--- config.mk ---
export PLATFORM = sky130hd
export DESIGN_NAME = qsa_sqrt
export DESIGN_NICKNAME = d
export VERILOG_FILES = /design/src/qsa_pkg.sv /design/src/qsa_sqrt.sv
export SDC_FILE = /design/constraint.sdc
export NUM_CORES = 2
export LEC_CHECK = 0
export BUFFER_PORTS_ARGS = -buffer_cell sky130_fd_sc_hd__buf_2
export CORE_ASPECT_RATIO = 0.7
export CORE_MARGIN = 4
export CORE_UTILIZATION = 45
export CTS_BUF_LIST = sky130_fd_sc_hd__clkbuf_2 sky130_fd_sc_hd__clkbuf_4 sky130_fd_sc_hd__clkbuf_8
export DETAILED_ROUTE_END_ITERATION = 10
export PLACE_DENSITY = 0.58
export SLEW_MARGIN = 20
export SYNTH_ARGS = -nofsm -noshare
export SYNTH_HDL_FRONTEND = slang
export SYNTH_SLANG_ARGS = --single-unit
--- constraint.sdc ---
create_clock -name clk -period 7.3 [get_ports clk]
set_input_delay 1.46 -clock clk [delete_from_list [all_inputs] [get_ports clk]]
set_output_delay 1.46 -clock clk [all_outputs]
set_load 0.02 [all_outputs]
--- src/qsa_pkg.sv ---
// Shared constants, types and fixed-point helpers for the quaternion blend pipeline.
package qsa_pkg;

	// Component width (Q2.(COMP_W-2)) and the stream packing derived from it
	localparam int COMP_W      = 16;
	localparam int BLEND_W     = 16;
	localparam int IN_BITS     = 8 * COMP_W + BLEND_W;
	localparam int IN_TDATA_W  = ((IN_BITS + 7) / 8) * 8;
	localparam int OUT_BITS    = 4 * COMP_W;
	localparam int OUT_TDATA_W = ((OUT_BITS + 7) / 8) * 8;

	// Q.28 working values
	localparam int VAL_W = 34;
	typedef logic signed [VAL_W-1:0] val_t;
	typedef logic signed [COMP_W-1:0] comp_t;
	typedef logic [3:0][COMP_W-1:0] quat_t;

	localparam val_t Q28_ONE  = val_t'(64'sd268435456);
	localparam val_t Q28_HALF = val_t'(64'sd134217728);
	localparam logic [BLEND_W-1:0] BLEND_MAX = BLEND_W'(32768);
	localparam int T_SH = 13;

	// Polynomial coefficients in Q.28
	localparam val_t C0 = val_t'(64'sd292702021);
	localparam val_t C1 = val_t'(-64'sd871126742);
	localparam val_t C2 = val_t'(64'sd954677277);
	localparam val_t C3 = val_t'(64'sd385255882);
	localparam val_t C4 = val_t'(64'sd227636756);
	localparam val_t C5 = val_t'(-64'sd284597955);
	localparam val_t C6 = val_t'(64'sd57884885);

	// Dot product term: comp*comp scaled to Q.28
	localparam int DOT_SH   = 2 * COMP_W - 32;
	localparam int DOT_RSH  = (DOT_SH > 0) ? DOT_SH : 0;
	localparam int DOT_LSH  = (DOT_SH < 0) ? -DOT_SH : 0;
	localparam longint DOT_HALF = (DOT_RSH > 0) ? (64'sd1 <<< (DOT_RSH - 1)) : 64'sd0;

	// Blend stage: ot (Q.28) times component, result in Q.30
	localparam int A_SH  = 32 - COMP_W;
	localparam int OT_SH = COMP_W - 4;

	// Length and normalization widths
	localparam int VS_W   = 30;
	localparam int MAG_W  = 29;
	localparam int MS_W   = 60;
	localparam int ROOT_W = 30;
	localparam int QUO_W  = 31;
	localparam int NUM_W  = 60;
	localparam int FRAC_SH = 30;

	// Output rounding from Q2.30 down to the component width
	localparam int ST_SH = 32 - COMP_W;
	localparam longint ST_HALF = (ST_SH > 0) ? (64'sd1 <<< (ST_SH - 1)) : 64'sd0;
	localparam logic [COMP_W-1:0] ONE_OUT = COMP_W'(64'sd1 <<< (COMP_W - 2));

	// Payload into the square root pipeline
	typedef struct packed {
		logic [MS_W-1:0]            ms;
		logic [3:0]                 neg;
		logic [3:0][MAG_W-1:0]      m;
	} sqp_t;

	// Payload into the divider pipeline
	typedef struct packed {
		logic [ROOT_W-1:0]          mag;
		logic [3:0]                 neg;
		logic [3:0][MAG_W-1:0]      m;
	} dvp_t;

	// Divider result
	typedef struct packed {
		logic [3:0][QUO_W-1:0]      q;
		logic [3:0]                 neg;
		logic                       zero;
	} res_t;

	function automatic val_t mul28(input val_t x, input val_t y);
		logic signed [2*VAL_W-1:0] p;
		p = (2*VAL_W)'(x) * (2*VAL_W)'(y);
		p = p + ((2*VAL_W)'(64'sd1) <<< 27);
		return VAL_W'(p >>> 28);
	endfunction

	function automatic val_t dot_term(input logic signed [2*COMP_W-1:0] p);
		logic signed [65:0] e;
		e = 66'(p);
		e = (e + 66'(DOT_HALF)) >>> DOT_RSH;
		e = e <<< DOT_LSH;
		return VAL_W'(e);
	endfunction

	function automatic val_t mul_ot(input val_t x, input comp_t c);
		logic signed [VAL_W+COMP_W-1:0] p;
		p = (VAL_W+COMP_W)'(x) * (VAL_W+COMP_W)'(c);
		p = p + ((VAL_W+COMP_W)'(64'sd1) <<< (OT_SH - 1));
		return VAL_W'(p >>> OT_SH);
	endfunction

endpackage

--- src/qsa_sqrt.sv ---
// Pipelined digit-by-digit integer square root of the squared length, two result bits a stage.
module qsa_sqrt (
	input  logic             clk,
	input  logic             arst_n,
	input  logic             en,
	input  logic             in_valid,
	input  qsa_pkg::sqp_t    in_pay,
	output logic             out_valid,
	output qsa_pkg::dvp_t    out_pay
);

	localparam int STEPS = 2;
	localparam int NST   = (qsa_pkg::ROOT_W + STEPS - 1) / STEPS;
	localparam int REM_W = qsa_pkg::ROOT_W + 3;

	// Stage registers, indexed by stage
	logic [NST-1:0]                v_s;
	logic [REM_W-1:0]              rem_s  [NST];
	logic [qsa_pkg::ROOT_W-1:0]    root_s [NST];
	logic [qsa_pkg::MS_W-1:0]      x_s    [NST];
	logic [3:0]                    neg_s  [NST];
	logic [3:0][qsa_pkg::MAG_W-1:0] m_s   [NST];

	// Stage inputs
	logic [REM_W-1:0]              src_rem  [NST];
	logic [qsa_pkg::ROOT_W-1:0]    src_root [NST];
	logic [qsa_pkg::MS_W-1:0]      src_x    [NST];
	logic [REM_W-1:0]              nx_rem   [NST];
	logic [qsa_pkg::ROOT_W-1:0]    nx_root  [NST];
	logic [qsa_pkg::MS_W-1:0]      nx_x     [NST];

	always_comb begin
		src_rem[0]  = '0;
		src_root[0] = '0;
		src_x[0]    = in_pay.ms;
		for (int g = 1; g < NST; g++) begin
			src_rem[g]  = rem_s[g-1];
			src_root[g] = root_s[g-1];
			src_x[g]    = x_s[g-1];
		end
	end

	// Two restoring square root steps per stage
	always_comb begin
		logic [REM_W-1:0]           rm;
		logic [qsa_pkg::ROOT_W-1:0] rt;
		logic [qsa_pkg::MS_W-1:0]   xs;
		logic [REM_W-1:0]           tr;
		for (int g = 0; g < NST; g++) begin
			rm = src_rem[g];
			rt = src_root[g];
			xs = src_x[g];
			for (int k = 0; k < STEPS; k++) begin
				if (g * STEPS + k < qsa_pkg::ROOT_W) begin
					rm = {rm[REM_W-3:0], xs[qsa_pkg::MS_W-1 -: 2]};
					xs = xs << 2;
					tr = REM_W'({rt, 2'b01});
					if (rm >= tr) begin
						rm = rm - tr;
						rt = {rt[qsa_pkg::ROOT_W-2:0], 1'b1};
					end else begin
						rt = {rt[qsa_pkg::ROOT_W-2:0], 1'b0};
					end
				end
			end
			nx_rem[g]  = rm;
			nx_root[g] = rt;
			nx_x[g]    = xs;
		end
	end

	always_ff @(posedge clk or negedge arst_n) begin
		if (!arst_n) begin
			v_s <= '0;
		end else if (en) begin
			v_s <= {v_s[NST-2:0], in_valid};
		end
	end

	always_ff @(posedge clk) begin
		if (en) begin
			for (int g = 0; g < NST; g++) begin
				rem_s[g]  <= nx_rem[g];
				root_s[g] <= nx_root[g];
				x_s[g]    <= nx_x[g];
			end
			neg_s[0] <= in_pay.neg;
			m_s[0]   <= in_pay.m;
			for (int g = 1; g < NST; g++) begin
				neg_s[g] <= neg_s[g-1];
				m_s[g]   <= m_s[g-1];
			end
		end
	end

	assign out_valid   = v_s[NST-1];
	assign out_pay.mag = root_s[NST-1];
	assign out_pay.neg = neg_s[NST-1];
	assign out_pay.m   = m_s[NST-1];

endmodule

==> out/results.ini <==
[sta]
worst_slack_ns=0.368
period_minus_slack_ns=6.93
hold_viol_final=0
finalSetupTns_ns=0
period_share=0.950
worst_pin_slew_ns=1.09
worst_hold_slack_ns=0.372
fmax_mhz=144
fin_skew_ns=0.115
finalMaxSlewViolations=0
rsz0062_at_grt=false
relSlewSlack=0.275
final-setup-viol-count=0

[worst_setup_path]
critPathKind=reg2reg
path_cells=inv_1, ha_1, nor2b_1, o311ai_0, a211oi_1, nor4b_1, or2_2, nand2b_1, a21oi_1, o21ai_0, xnor2_1, o21ai_0, ha_1, inv_1, nor2_1, nand2_1, nor4b_1, and4_1, inv_1, o21ai_0, o21ai_0, or4b_1, buf_12, mux2_2
r2r-start=root_s[1][60]$_DFFE_PP_
worst_setup_path_end_kind=register
r2r.worst_path.cells=24
rr_endpoint=rem_s[1][106]$_DFFE_PP_
cp-start-kind=register
cpPeakStageDelay_ns=0.55
crit_path_top_delay_cell=nor4b_1
critPathBufInv=4
required_ns=7.97
critPathTopFamily=simple AND/OR/NAND/NOR gates
regToRegSetupSlack_ns=0.37
cpMostUsedCell=o21ai_0
crit_arrival_ns=7.60
cp_max_fo=38

[min_path]
min_from=m_s[0][290]$_DFFE_PP_
hold_path_end=m_s[0][406]$_DFFE_PP_
holdPathStages=0
hold_class=reg2reg

[clock_network]
ctsResizeCount=0
clock_latency_ns=1.00
clkSinkCount=2887
cts_setup_buffers=0
clk_pin_slew_ns=0.06
cts_buffers=428
htree_levels=5
cts_tree=done
clockBufferDepth=4
root_buffer=clkbuf_8
cts_hold_buf=0

[floorplan]
dieArea_mm2=0.286
core_mm2=0.276
fp.dieW_um=638
boundaryPins=335
die_h_um=449
initial_core_util=0.453
rows=161

[global_route]
grt_pass1_vias=69100
grt_pass1_wl_um=398000
antenna_found_initial=8
grt_max_degree=200
grt_usage=0.174
grt.overflow.total=0

[synthesis]
netlist_area_mm2=0.125
synthCells=8775
synth_area_leaders=edfxtp_1 (69%), ha_1 (4.9%), xnor2_1 (3.0%)
ys_seq_area_frac=0.693
ys_ff_latch=2887
synth-main-ff-cell=edfxtp_1
async_flop_share=0.00520
yosysUniqueCellTypes=92
yosys_warnings=0
synth_edf_count=2872
avgSynthCellArea_um2=14.2
synth_area_leader_cell=edfxtp_1
synth_top_area_frac=0.690

[pwr]
clkPwrFrac=0.270
power_density_mw_per_mm2=339
power_frac_seq=0.455
pwr-share-comb=0.275
netSwitchingPower_uw=14900
switching_share=0.314
finalPower_uw=47300
p_int_uw=32400
ir_worst_vdd_mv=0.167
leakagePower_uw=0.0513

[detailed_routing]
final_antenna_net_count=0
wl_um=256000
wire_per_inst_um=19.2
vias=71700
drc=0
drt_first_iter_violations=6978
drt-pass1-iter-count=6
drt-vias-per-instance=5.36

[placed_design]
port-buffer-count=334
post-place-ws_ns=0.585
place_inst=12600
dp_hpwl_um=181000
gp_congestion=0.950

[finish]
layout.nets=10100
area_delta_synth_final_pct=11.5
drive_above_1_share=0.132
mostFrequentLayoutCells=edfxtp_1 (2872), nand2_1 (559), a21oi_1 (558), nor2_1 (543), ha_1 (491)
layout_commonest_cell=edfxtp_1
finalNonFillerCells=13400
fillers=23500

[flow_run]
cap_violations=0

[outcome]
status=complete, no violations

==> cell type report <==
| cell class | count | area [um^2] | share of cell area |
|---|---|---|---|
| clock buffers | 562 | 6900 | 0.0495 |
| well taps | 3667 | 4590 | 0.0329 |
| clock inverters | 201 | 1410 | 0.0101 |
| flip-flops and latches | 2887 | 86600 | 0.622 |
| repair buffers | 464 | 2960 | 0.0213 |
| diodes | 4 | 10.0 | 0.0000718 |
| inverters | 408 | 1530 | 0.0110 |
| multi-input cells | 5190 | 35300 | 0.253 |
==> routing by layer <==
metal  vias up  share of wire  wire length, um  global-route usage
met5         -              0                0                   0
met4         0          0.021             5430              0.0443
met3       430          0.069            17800              0.0353
li1      34400              -                -                   -
met2      2194           0.40           103000               0.237
met1     34700           0.51           130000               0.282
==> flip-flops by register name (all words and copies together), names as in the netlist <==
| name | count |
|---|---|
| rem_s | 412 |
| root_s | 240 |
| v_s | 15 |
| neg_s | 60 |
| m_s | 1740 |
| x_s | 420 |
==> stage by stage <==
stage / util / area [um^2]
after CTS: 0.505 / 139000
after floorplan: - / 125000
final: 0.505 / 139000
after global placement: 0.475 / 131000
after detailed placement: 0.475 / 131000
after global routing: 0.505 / 139000
==> synth_stat cells (24+ instances only) <==
library cell,number
and4_1,26
nor4_1,87
o21a_1,85
nor3_1,170
o21bai_1,55
o31ai_1,53
mux2_2,105
a211oi_1,44
nor3b_1,31
nand4_1,103
nor2_1,544
a211o_1,25
a21o_1,210
o21ai_0,379
o211ai_1,39
o31a_1,24
xor2_1,232
xnor2_1,434
nand3_1,142
clkbuf_1,148
nor4b_1,26
or4_1,46
and3_1,38
inv_1,402
edfxtp_1,2872
and2_1,38
nor2b_1,84
nand2b_1,87
buf_4,121
a21oi_1,558
or3_1,57
a31oi_1,49
nand2_1,559
ha_1,491
or2_2,30
==> power by group through the flow <==
stage	registers [uW]	logic, uW	clock network [uW]
after floorplan	21300	9490	0
after detailed placement	21900	12700	0
final	21500	13000	12800
after global routing	21700	14400	14100
after global placement	21800	12600	0
after CTS	21500	12800	13300
==> cell families after synthesis <==
logic type      count (synthesis)  synth area share
compound gates               1754            0.0888
xor+xnor                      667            0.0468
fa+ha+maj                     491            0.0492
buf+inv                       699            0.0248
flops                        2887             0.693
mux                           133            0.0118
other cells                     1         0.0000300
simple gates                 2143            0.0855
==> worst max path at each step <==
stage	startpoint	to	slack, ns	depth (start not counted)
2_1_floorplan	rem_s[0][185]$_DFFE_PP_	rem_s[0][221]$_DFFE_PP_	1.28	23
3_3_place_gp	root_s[1][60]$_DFFE_PP_	rem_s[1][106]$_DFFE_PP_	0.64	24
3_5_place_dp	root_s[1][60]$_DFFE_PP_	rem_s[1][106]$_DFFE_PP_	0.59	24
4_1_cts	root_s[1][60]$_DFFE_PP_	rem_s[1][106]$_DFFE_PP_	0.53	24
5_1_grt	root_s[1][60]$_DFFE_PP_	rem_s[1][106]$_DFFE_PP_	0.02	24
6_report	root_s[1][60]$_DFFE_PP_	rem_s[1][106]$_DFFE_PP_	0.37	24
Power figures use the tool's default switching activity.
